==> config.mk <==
export PLATFORM = sky130hd
export DESIGN_NAME = linear_svm_softmax_classifier_unit
export DESIGN_NICKNAME = d
export VERILOG_FILES = /design/src/hw/rtl/lssc_pkg.sv /design/src/hw/rtl/lssc_div.sv /design/src/hw/rtl/lssc_mul.sv /design/src/hw/rtl/linear_svm_softmax_classifier_unit.sv
export SDC_FILE = /design/constraint.sdc
export NUM_CORES = 2
export LEC_CHECK = 0
export ABC_CLOCK_PERIOD_IN_PS = 20100
export BUFFER_PORTS_ARGS = -buffer_cell sky130_fd_sc_hd__clkbuf_2
export CAP_MARGIN = 10
export CORE_ASPECT_RATIO = 1.4
export CORE_UTILIZATION = 40
export CTS_CLUSTER_DIAMETER = 100
export CTS_CLUSTER_SIZE = 25
export DETAILED_ROUTE_END_ITERATION = 16
export SYNTH_ARGS = -nofsm -noshare
export SYNTH_HDL_FRONTEND = slang
export SYNTH_SLANG_ARGS = --single-unit
==> constraint.sdc <==
create_clock -name clk -period 20.1 [get_ports clk]
set_input_delay 2.01 -clock clk [delete_from_list [all_inputs] [get_ports clk]]
set_output_delay 2.01 -clock clk [all_outputs]
set_load 0.05 [all_outputs]
==> src/hw/rtl/lssc_pkg.sv <==
// Package for the linear classifier unit: sizes, coefficient tables,
// sequencer states. No dependencies.
package lssc_pkg;

  localparam int FEATURE_COUNT_DEF = 12;
  localparam int CLASS_COUNT_DEF   = 4;
  localparam int ROM_CLASSES       = 4;
  localparam int ROM_FEATURES      = 12;

  // ln2 and the exp cutoff (16.0), both in Q32.32
  localparam logic [31:0] LN2_Q32   = 32'd2977044472;
  localparam logic [63:0] EXP_LIMIT = 64'd16 << 32;
  localparam logic [3:0]  SER_TERMS = 4'd13;

  // shared divider dividend width
  localparam int DIV_W = 40;

  localparam logic signed [31:0] WEIGHT_ROM [ROM_CLASSES][ROM_FEATURES] = '{
    '{32'sd2654, 32'sd201, -32'sd2500, 32'sd257, -32'sd296, -32'sd230, 32'sd896,
      -32'sd26690, -32'sd34128, -32'sd12904, -32'sd1554, 32'sd5803},
    '{32'sd35281, -32'sd12309, 32'sd36066, -32'sd14746, 32'sd3500, -32'sd418,
      -32'sd18163, 32'sd2109, 32'sd4411, -32'sd33974, -32'sd4595, -32'sd4787},
    '{-32'sd82782, 32'sd35594, -32'sd83571, 32'sd25812, -32'sd8352, 32'sd15909,
      -32'sd74195, 32'sd72033, 32'sd92428, 32'sd3574, 32'sd3554, -32'sd16367},
    '{32'sd67845, 32'sd26505, 32'sd74044, 32'sd42144, 32'sd10382, -32'sd13296,
      32'sd127284, 32'sd15439, -32'sd11102, 32'sd87331, 32'sd6706, 32'sd33212}
  };

  localparam logic signed [31:0] BIAS_ROM [ROM_CLASSES] = '{
    -32'sd37238, -32'sd43753, -32'sd147527, -32'sd70904
  };

  // out-of-table coefficients read as zero
  function automatic logic signed [31:0] weight_at(input int c, input int f);
    logic signed [31:0] w;
    w = '0;
    if (c < ROM_CLASSES && f < ROM_FEATURES) w = WEIGHT_ROM[c][f];
    return w;
  endfunction

  function automatic logic signed [31:0] bias_at(input int c);
    logic signed [31:0] b;
    b = '0;
    if (c < ROM_CLASSES) b = BIAS_ROM[c];
    return b;
  endfunction

  typedef enum logic [3:0] {
    ST_IDLE,
    ST_MAC_MUL,
    ST_MAC_ADD,
    ST_MAX,
    ST_EXP_INIT,
    ST_EXP_K,
    ST_SER_MUL,
    ST_SER_DIV,
    ST_SER_WAIT,
    ST_EXP_ROUND,
    ST_PROB_START,
    ST_PROB_WAIT
  } state_t;

  typedef struct packed {
    logic start;
    logic done;
  } div_ctl_t;

endpackage

==> src/hw/rtl/lssc_div.sv <==
// Restoring divider, one quotient bit per cycle.
// Uses lssc_pkg for the default dividend width.
module lssc_div import lssc_pkg::*; #(
  parameter int DW = DIV_W,
  parameter int VW = 21
) (
  input  logic          clk,
  input  logic          rst,
  input  logic          start,
  input  logic [DW-1:0] dividend,
  input  logic [VW-1:0] divisor,
  output logic          done,
  output logic [DW-1:0] quotient
);
  localparam int CNT_W = $clog2(DW + 1);

  logic [DW-1:0]    quo;
  logic [VW-1:0]    rem;
  logic [VW-1:0]    dvs;
  logic [CNT_W-1:0] cnt;
  logic [VW:0]      shifted;
  logic             fits;

  // one restoring step
  always_comb begin
    shifted = {rem, quo[DW-1]};
    fits    = shifted >= {1'b0, dvs};
  end

  always_ff @(posedge clk) begin
    if (rst) begin
      cnt  <= '0;
      done <= 1'b0;
    end else begin
      done <= 1'b0;
      if (start) begin
        cnt <= CNT_W'(DW);
      end else if (cnt != '0) begin
        cnt <= cnt - 1'b1;
        if (cnt == CNT_W'(1)) done <= 1'b1;
      end
    end
  end

  always_ff @(posedge clk) begin
    if (start) begin
      quo <= dividend;
      rem <= '0;
      dvs <= divisor;
    end else if (cnt != '0) begin
      quo <= {quo[DW-2:0], fits};
      rem <= fits ? VW'(shifted - {1'b0, dvs}) : shifted[VW-1:0];
    end
  end

  assign quotient = quo;
endmodule

==> src/hw/rtl/lssc_mul.sv <==
// Shared signed 33x33 multiplier with a registered product.
// Used for the score MACs and the exp series terms.
module lssc_mul (
  input  logic               clk,
  input  logic signed [32:0] a,
  input  logic signed [32:0] b,
  output logic signed [65:0] p
);
  always_ff @(posedge clk) begin
    p <= a * b;
  end
endmodule

==> src/hw/rtl/linear_svm_softmax_classifier_unit.sv <==
// Top level of the linear classifier with softmax.
// Depends on lssc_pkg, lssc_mul and lssc_div.
//
// Takes one signed Q16.16 feature per beat (start while busy is low) and
// accumulates four saturating Q32.32 class scores. Each feature makes one
// multiply and one add per class on the shared multiplier; busy stays high
// until every class is updated, so the next feature is taken only after
// that. After the last feature of a vector the unit scans for the max,
// forms exp of each difference by ln2 reduction, a 13-term series on the
// shared multiplier and a serial divider, and then divides each exp by the
// sum on the same divider. busy is high throughout. Each result appears
// for a single cycle with result_valid and cannot be stalled; the final
// result of a vector has last_of_run set.
module linear_svm_softmax_classifier_unit import lssc_pkg::*; #(
  parameter int FEATURE_COUNT = FEATURE_COUNT_DEF,
  parameter int CLASS_COUNT   = CLASS_COUNT_DEF
) (
  input  logic               clk,
  input  logic               rst,
  input  logic               start,
  output logic               busy,
  input  logic signed [31:0] feature_value,
  output logic               result_valid,
  output logic [1:0]         class_index,
  output logic [16:0]        probability,
  output logic [1:0]         best_class,
  output logic               last_of_run
);
  localparam int CIW  = (CLASS_COUNT > 1) ? $clog2(CLASS_COUNT) : 1;
  localparam int FIW  = (FEATURE_COUNT > 1) ? $clog2(FEATURE_COUNT) : 1;
  localparam int SUMW = 17 + CIW;
  localparam int ACCW = 35;

  state_t state, state_next;

  logic signed [31:0] feat;
  logic [FIW-1:0]     fcount;
  logic [CIW-1:0]     cls;
  logic signed [63:0] score [CLASS_COUNT];
  logic signed [63:0] peak_score;
  logic [CIW-1:0]     best;
  logic [63:0]        x;
  logic [4:0]         k;
  logic [31:0]        r;
  logic [31:0]        term;
  logic signed [ACCW-1:0] acc;
  logic [3:0]         n;
  logic [16:0]        expv [CLASS_COUNT];
  logic [SUMW-1:0]    exp_sum;

  logic signed [32:0] mul_a, mul_b;
  logic signed [65:0] prod;
  logic               div_start;
  logic               div_done;
  logic [DIV_W-1:0]   div_dividend, div_quo;
  logic [SUMW-1:0]    div_divisor;

  logic               cls_last, feat_last;
  logic signed [63:0] score_sel, score_base, sat_sum;
  logic signed [64:0] wide_sum;
  logic [63:0]        diff;
  logic [33:0]        acc_pos;
  logic [40:0]        round_sum;
  logic [16:0]        exp_round;

  lssc_mul u_mul (.clk(clk), .a(mul_a), .b(mul_b), .p(prod));

  lssc_div #(.DW(DIV_W), .VW(SUMW)) u_div (
    .clk(clk), .rst(rst), .start(div_start), .dividend(div_dividend),
    .divisor(div_divisor), .done(div_done), .quotient(div_quo)
  );

  // datapath helpers
  always_comb begin
    cls_last   = cls == CIW'(CLASS_COUNT - 1);
    feat_last  = fcount == FIW'(FEATURE_COUNT - 1);
    score_sel  = score[cls];
    score_base = (fcount == '0) ? 64'(bias_at(int'(cls))) <<< 16 : score_sel;
    wide_sum   = {score_base[63], score_base} + {prod[63], prod[63:0]};
    if (wide_sum[64] != wide_sum[63])
      sat_sum = wide_sum[64] ? {1'b1, 63'd0} : {1'b0, {63{1'b1}}};
    else
      sat_sum = wide_sum[63:0];
    diff      = peak_score - score_sel;
    acc_pos   = acc[ACCW-1] ? '0 : acc[33:0];
    round_sum = 41'(acc_pos) + (41'd1 << (6'(k) + 6'd15));
    exp_round = 17'(round_sum >> (6'(k) + 6'd16));
  end

  // next state
  always_comb begin
    state_next = state;
    case (state)
      ST_IDLE:       if (start) state_next = ST_MAC_MUL;
      ST_MAC_MUL:    state_next = ST_MAC_ADD;
      ST_MAC_ADD: begin
        if (!cls_last)      state_next = ST_MAC_MUL;
        else if (feat_last) state_next = ST_MAX;
        else                state_next = ST_IDLE;
      end
      ST_MAX:        if (cls_last) state_next = ST_EXP_INIT;
      ST_EXP_INIT:   state_next = (diff >= EXP_LIMIT) ? ST_EXP_ROUND : ST_EXP_K;
      ST_EXP_K:      if (x < 64'(LN2_Q32)) state_next = ST_SER_MUL;
      ST_SER_MUL:    state_next = ST_SER_DIV;
      ST_SER_DIV:    state_next = ST_SER_WAIT;
      ST_SER_WAIT: begin
        if (div_done) state_next = (n == SER_TERMS) ? ST_EXP_ROUND : ST_SER_MUL;
      end
      ST_EXP_ROUND:  state_next = cls_last ? ST_PROB_START : ST_EXP_INIT;
      ST_PROB_START: begin
        if (exp_sum != '0) state_next = ST_PROB_WAIT;
        else               state_next = cls_last ? ST_IDLE : ST_PROB_START;
      end
      ST_PROB_WAIT: begin
        if (div_done) state_next = cls_last ? ST_IDLE : ST_PROB_START;
      end
      default:       state_next = ST_IDLE;
    endcase
  end

  // unit control
  always_comb begin
    mul_a        = {1'b0, term};
    mul_b        = {1'b0, r};
    div_start    = 1'b0;
    div_dividend = DIV_W'(prod[63:32]);
    div_divisor  = SUMW'(n);
    case (state)
      ST_MAC_MUL: begin
        mul_a = 33'(weight_at(int'(cls), int'(fcount)));
        mul_b = 33'(feat);
      end
      ST_SER_DIV: div_start = 1'b1;
      ST_PROB_START: begin
        div_start    = exp_sum != '0;
        div_dividend = DIV_W'({expv[cls], 16'd0}) + DIV_W'(exp_sum >> 1);
        div_divisor  = exp_sum;
      end
      default: ;
    endcase
  end

  always_ff @(posedge clk) begin
    if (rst) state <= ST_IDLE;
    else     state <= state_next;
  end

  // control counters and result strobe
  always_ff @(posedge clk) begin
    if (rst) begin
      fcount       <= '0;
      cls          <= '0;
      result_valid <= 1'b0;
    end else begin
      result_valid <= 1'b0;
      case (state)
        ST_IDLE: if (start) cls <= '0;
        ST_MAC_ADD: begin
          cls <= cls_last ? '0 : cls + 1'b1;
          if (cls_last) fcount <= feat_last ? '0 : fcount + 1'b1;
        end
        ST_MAX, ST_EXP_ROUND: cls <= cls_last ? '0 : cls + 1'b1;
        ST_PROB_START: begin
          if (exp_sum == '0) begin
            result_valid <= 1'b1;
            cls          <= cls + 1'b1;
          end
        end
        ST_PROB_WAIT: begin
          if (div_done) begin
            result_valid <= 1'b1;
            cls          <= cls + 1'b1;
          end
        end
        default: ;
      endcase
    end
  end

  // datapath registers
  always_ff @(posedge clk) begin
    if (rst) begin
      for (int i = 0; i < CLASS_COUNT; i++) begin
        score[i] <= '0;
        expv[i]  <= '0;
      end
    end else begin
      case (state)
        ST_IDLE:    if (start) feat <= feature_value;
        ST_MAC_ADD: score[cls] <= sat_sum;
        ST_MAX: begin
          if (cls == '0 || score_sel > peak_score) begin
            peak_score <= score_sel;
            best       <= cls;
          end
          if (cls_last) exp_sum <= '0;
        end
        ST_EXP_INIT: begin
          x <= diff;
          k <= '0;
          if (diff >= EXP_LIMIT) acc <= '0;
        end
        ST_EXP_K: begin
          if (x >= 64'(LN2_Q32)) begin
            x <= x - 64'(LN2_Q32);
            k <= k + 1'b1;
          end else begin
            // first series term is r itself
            r    <= x[31:0];
            term <= x[31:0];
            acc  <= ACCW'(64'd1 << 32) - ACCW'(x[31:0]);
            n    <= 4'd2;
          end
        end
        ST_SER_WAIT: begin
          if (div_done) begin
            term <= div_quo[31:0];
            if (n[0]) acc <= acc - ACCW'(div_quo[31:0]);
            else      acc <= acc + ACCW'(div_quo[31:0]);
            n <= n + 1'b1;
          end
        end
        ST_EXP_ROUND: begin
          expv[cls] <= (acc == '0) ? 17'd0 : exp_round;
          exp_sum   <= exp_sum + SUMW'((acc == '0) ? 17'd0 : exp_round);
        end
        ST_PROB_START: begin
          if (exp_sum == '0) begin
            class_index <= 2'(cls);
            probability <= '0;
            best_class  <= 2'(best);
            last_of_run <= cls_last;
          end
        end
        ST_PROB_WAIT: begin
          if (div_done) begin
            class_index <= 2'(cls);
            probability <= div_quo[16:0];
            best_class  <= 2'(best);
            last_of_run <= cls_last;
          end
        end
        default: ;
      endcase
    end
  end

  assign busy = state != ST_IDLE;
endmodule

After elaboration in Yosys (flattened, before gate mapping)
Memory sizes are Yosys's and may differ from the RTL's. A register that Yosys moved wholly into a read port is not among the register bits.
Cells that the tools add are included.
{"block": "totals", "inputBits": 35, "reg_bits": 471, "ram_bits": 324, "mem_count": 2}
{"name": "score", "words": 4, "word_bits": 64, "rd": 1, "rd_ports_with_merged_regs": 1, "write_ports": 4, "line_no": "linear_svm_softmax_classifier_unit.sv:39", "text": "logic signed [63:0] score [CLASS_COUNT];"}
{"name": "expv", "words": 4, "word_bits": 17, "rd": 1, "rd_ports_with_merged_regs": 1, "write_ports": 4, "line_no": "linear_svm_softmax_classifier_unit.sv:48", "text": "logic [16:0] expv [CLASS_COUNT];"}
{"block": "op_classes", "reduce_logical": 32, "n_addsub": 17, "n_lt_le_gt_ge": 8, "shifts": 2, "bitwise": 5, "n_mul": 1, "mux": 96, "eq_ne": 25}
{"op": "384-bit binary-select mux with 2-bit select", "n": 1}
{"op": "384-bit two-way mux", "n": 2}
{"op": "64-bit two-way mux", "n": 5}
{"op": "32-bit two-way mux", "n": 7}
{"op": "35-bit two-way mux", "n": 4}
{"op": "32-bit binary-select mux with 4-bit select", "n": 1}
{"op": "64-bit one-hot mux with 2 select lines", "n": 1}
{"op": "35-bit one-hot mux with 3 select lines", "n": 1}
{"op": "17-bit two-way mux", "n": 5}
{"op": "40-bit two-way mux", "n": 2}
{"op": "34-bit two-way mux", "n": 2}
{"op": "33-bit two-way mux", "n": 2}
{"op": "64-bit by 64-bit adder with 65-bit output", "n": 1}
{"op": "32-bit binary-select mux with 2-bit select", "n": 1}
{"op": "64-bit by 32-bit greater-or-equal comparator with 1-bit output, second input constant", "n": 1}
{"op": "64-bit by 37-bit greater-or-equal comparator with 1-bit output, second input constant", "n": 1}
{"op": "64-bit greater-than comparator", "n": 1}
{"op": "64-bit by 32-bit less-than comparator with 1-bit output, second input constant", "n": 1}
{"op": "33-bit by 33-bit multiplier with 64-bit output", "n": 1}
{"op": "32-bit one-hot mux with 2 select lines", "n": 1}
{"op": "64-bit OR reduction", "n": 1}
{"op": "64-bit by 32-bit subtractor with 64-bit output, second input constant", "n": 1}
{"op": "64-bit subtractor", "n": 1}
{"op": "4-bit two-way mux", "n": 14}
{"op": "other kinds (61)", "n": 128}

Logic depth before layout (Yosys ltp)
{"block": "depth", "word_depth": 10, "mapped_depth": 41, "depth_no_buf": 38}

Cells and area by module
A second synthesis with hierarchy kept.
{"block": "unflattened", "cells_unflattened": 9551, "area_unflattened_um2": 90082.6}
{"module": "linear_svm_softmax_classifier_unit", "n_inst": 1, "seq_area_each_um2": 19328.5, "cells_each": 4808, "area_each_um2": 45254.7}
{"module": "lssc_mul", "n_inst": 1, "seq_area_each_um2": 1321.3, "cells_each": 4350, "area_each_um2": 40351.2}
{"module": "lssc_div", "n_inst": 1, "seq_area_each_um2": 2292.2, "cells_each": 393, "area_each_um2": 4476.8}

Worst setup path after synthesis
No wires, ideal clock.
{"block": "synth_path", "path_type": "register -> register", "startpoint": "register (tool-made name)", "endpoint": "register acc[0] (enable)", "required_ps": 19484, "stages_incl_launch_ff": 20, "setup_ps": 616, "n_path_buf": 4, "period_less_slack_ps": 11579, "slack_ps": 8521, "t_arrival_ps": 10962, "cell_sequence": "dfxtp_1 clkbuf_1 clkbuf_1 clkbuf_1 buf_1 mux4_2 inv_1 ha_1 nor2b_1 o31a_1 o31ai_1 a21oi_1 a211o_1 a211oi_2 o211ai_1 a311oi_1 xor2_1 nand4_1 nor4_1 a2111oi_0"}
{"item": "end signal, assigned", "line_no": "linear_svm_softmax_classifier_unit.sv:211", "text": "acc <= ACCW'(64'd1 << 32) - ACCW'(x[31:0]);"}
{"item": "end signal, assigned", "line_no": "linear_svm_softmax_classifier_unit.sv:218", "text": "if (n[0]) acc <= acc - ACCW'(div_quo[31:0]);"}
{"item": "end signal, assigned", "line_no": "linear_svm_softmax_classifier_unit.sv:219", "text": "else acc <= acc + ACCW'(div_quo[31:0]);"}
{"item": "end, declared", "line_no": "linear_svm_softmax_classifier_unit.sv:46", "text": "logic signed [ACCW-1:0] acc;"}

Final worst setup path
{"block": "layout_path", "startpoint": "register cls[1]", "endpoint": "register u_mul.p[61]"}
{"block": "layout_between", "elab_chain_len": 10}
{"item": "start, declared", "line_no": "linear_svm_softmax_classifier_unit.sv:38", "text": "logic [CIW-1:0] cls;"}
{"item": "start signal, assigned", "line_no": "linear_svm_softmax_classifier_unit.sv:159", "text": "cls <= cls_last ? '0 : cls + 1'b1;"}
{"item": "start signal, assigned", "line_no": "linear_svm_softmax_classifier_unit.sv:162", "text": "ST_MAX, ST_EXP_ROUND: cls <= cls_last ? '0 : cls + 1'b1;"}
{"item": "start signal, assigned", "line_no": "linear_svm_softmax_classifier_unit.sv:166", "text": "cls <= cls + 1'b1;"}
{"item": "2-bit NOT with 32-bit output (not written as such)", "line_no": "lssc_pkg.sv:37", "text": "if (c < ROM_CLASSES && f < ROM_FEATURES) w = WEIGHT_ROM[c][f];"}
{"item": "384-bit binary-select mux with 2-bit select", "line_no": "lssc_pkg.sv:37"}
{"item": "384-bit two-way mux (not written as such) (2 in a row)", "line_no": "lssc_pkg.sv:37"}
{"item": "32-bit binary-select mux with 4-bit select", "line_no": "lssc_pkg.sv:37"}
{"item": "32-bit two-way mux (not written as such) (2 in a row)", "line_no": "lssc_pkg.sv:37"}
{"item": "32-bit two-way mux", "line_no": "lssc_pkg.sv:37"}
{"item": "33-bit two-way mux", "line_no": "linear_svm_softmax_classifier_unit.sv:128", "text": "case (state)"}
{"item": "33-bit by 33-bit multiplier with 64-bit output", "line_no": "lssc_mul.sv:10", "text": "p <= a * b;"}
{"item": "end signal, assigned", "line_no": "lssc_mul.sv:10"}
{"item": "end, declared", "line_no": "lssc_mul.sv:7", "text": "output logic signed [65:0] p"}
Every way passes these cells. The select of a mux whose other input is x is not followed.
A chain may end at the register's enable or synchronous reset.

==> reports/metrics.yaml <==
run_status:
  status: "complete, no violations"
yosys:
  ys_ff_latch: 797
  synth-xor-area-share_pct: 3.61
  avgSynthCellArea_um2: 9.45
  ys_types: 99
  synth_cells: 9310
  synth_top_area_share_pct: 25.7
  yosysMostFrequentCell: "inv_1"
  synth_enable_flop_cells: 694
  synth.area.mux_share_pct: 3.03
  synth_ff_type: "edfxtp_1"
  synth-compound-area-share_pct: 12.3
  ys_seq_area_share_pct: 26.0
  ys_async_sr_fraction_pct: 0
  synthTopCellsByArea: "fa_1, edfxtp_1, ha_1"
  synth_top_family_by_area: "adder cells"
  ys.warnings.count: 0
  synth-simple-area-share_pct: 14.6
  syn-cell-area_um2: 88000
  synth_common_cells: "inv_1, nand2_1, fa_1"
  synth_largest_area_cell: "fa_1"
  synthAdderAreaFrac_pct: 32.5
floorplan:
  pin_count: 59
  die_x_um: 398
  start_util_pct: 40.3
  die_area_um2: 222000
  die_h_um: 557
  core-area_um2: 218000
  rows: 203
clock_tree:
  clock_latency_ns: 0.73
  cts_root_buf: "clkbuf_16"
  cts.path.max_buffers: 3
  cts_resized: 0
  holdBufCountCts: 0
  cts_tree: "yes"
  cts_setup_buffers: 0
  path_clk_slew_ns: 0.10
  h-tree-depth: 2
  numCtsBuffers: 45
  cts_sinks: 797
placement:
  globalplace.congestion: 1.01
  postPlaceCellArea_um2: 91600
  io_buffers: 58
  hpwl_um: 264000
  dp_cells: 11955
sta:
  worst_pin_slew_ns: 1.37
  min_period_ns: 13.11
  max_slew_margin_pct: 8.21
  hold_violations: 0
  fin_crit_sh_pct: 65.2
  finalClockSkew_ns: 0.0652
  maxSlewViolCount: 0
  finalSetupViolations: 0
  rsz0062_at_grt: "false"
  clock.fmax_ghz: 0.0763
  fin_tns_setup_ns: 0
routing:
  drt_iter0_drc: 6165
  ant_nets: 0
  met2_wirelength_um: 163000
  via_per_inst: 5.80
  drt-total-wl_um: 336000
  wl_per_cell_um: 27.9
  wl_met3_um: 22900
  dr.pass1.iters: 6
  drcViolationCount: 0
  highest_layer: "met5"
  met1_length_um: 123000
  vias: 69902
setup_path:
  cpPeakStageDelay_ns: 1.09
  r2r_cells: 36
  critPathKind: "reg -> reg"
  cp_slowest_cell: "o21a_1"
  critPathLaunchType: "register"
  end_kind: "register"
  arrival_ns: 13.78
  cp_common_cell: "fa_1"
  crit_path_max_fanout: 30
  cp.required_ns: 20.77
global_routing:
  antenna_found_initial: 25
  track_usage_pct: 30.4
  grt_pass1_vias: 72431
  gr-total-overflow: 0
  grt_max_degree: 123
  grt_first_pass_wirelength_um: 490000
worst_hold_path:
  hold_depth: 0
  hp-class: "reg -> reg"
finish:
  final_nets: 10771
  fillers: 21436
  multi_input_area_um2: 58500
  drive_gt1_share_pct: 5.61
  area_growth_pct: 5.84
  final_area_um2: 93100
  register_area_um2: 22900
  stdcell_count: 12052
flow_run:
  drv_cap: 0
-- layer usage --
layer / vias up / GRT usage (%)
met5: - / 0
met4: 16 / 20.6
met3: 927 / 4.49
met2: 3025 / 51.3
met1: 35583 / 35.8
li1: 30351 / -
-- stage by stage --
step	utilization, %	hold slack, ns	setup WS (ns)
CTS	42.6	0.450	7.20
finish	42.6	0.448	6.99
global route	42.6	0.472	6.44
floorplan	-	0.400	8.52
detailed placement	41.9	0.426	7.24
global placement	41.9	0.412	7.42
-- path summary, 6_finish.rpt --
kind / slack (ns) / startpoint / to
min reg2reg: 0.45 / best[0] / best_class[0]
max: 6.99 / cls[1] / u_mul.p[61]
min: 0.45 / best[0] / best_class[0]
max reg2reg: 6.99 / cls[1] / u_mul.p[61]
-- sequential cells by signal, indices dropped and copies added, names as in the netlist, 4 cells and up, named ones only --
signal	flops
acc	35
exp_sum	19
expv	68
fcount	4
feat	32
k	5
n	4
peak_score	64
probability	17
r	32
score	256
state	4
term	32
u_div.cnt	6
u_div.dvs	19
u_div.quotient	40
u_div.rem	19
u_mul.p	64
x	64
-- cells in the final DEF (no fill, tap or decap), drive strengths merged, types with 45 or more instances in the layout --
cell	n
and3	62
xnor2	238
and2	136
clkbuf	120
ha	473
o22ai	45
nor2	843
buf	171
nand2	1267
xor2	125
nor2b	77
nand4	49
o21bai	46
dfxtp	103
a21oi	415
a31oi	59
nand2b	54
o21ai	338
fa	1131
nor4	55
a211oi	51
mux4	87
mux2i	62
nand3	98
edfxtp	694
nor3	145
a21o	148
o21a	280
inv	1350
-- cell type report --
| class | instances | area share, % |
|---|---|---|
| multi-input cells | 6716 | 62.8 |
| flip-flops and latches | 797 | 24.6 |
| inverters | 1343 | 5.41 |
| well taps | 2870 | 3.86 |
| repair buffers | 229 | 1.70 |
| clock buffers | 62 | 1.29 |
| clock inverters | 20 | 0.339 |
| diodes | 15 | 0.0403 |
-- critical path: cells and delay by family (launching register included) --
family                   cells  cell delay [ns]
flip-flops                   1             0.80
AO/OA/AOI/OAI               12             4.18
adder cells (fa/ha/maj)     10             5.31
XOR/XNOR                     1             0.16
buffers and inverters        8             1.18
AND/OR/NAND/NOR              5             1.38
-- logic make-up after synthesis --
kind of cell,count (synthesis)
AND/OR/NAND/NOR,2928
buffers and inverters,1799
AO/OA/AOI/OAI,1661
adder cells (fa/ha/maj),1604
flip-flops,797
XOR/XNOR,363
multiplexers,157
other,1
Power is not shown: default switching activity piles up to over one toggle a cycle in this logic, so the estimate is an artifact.
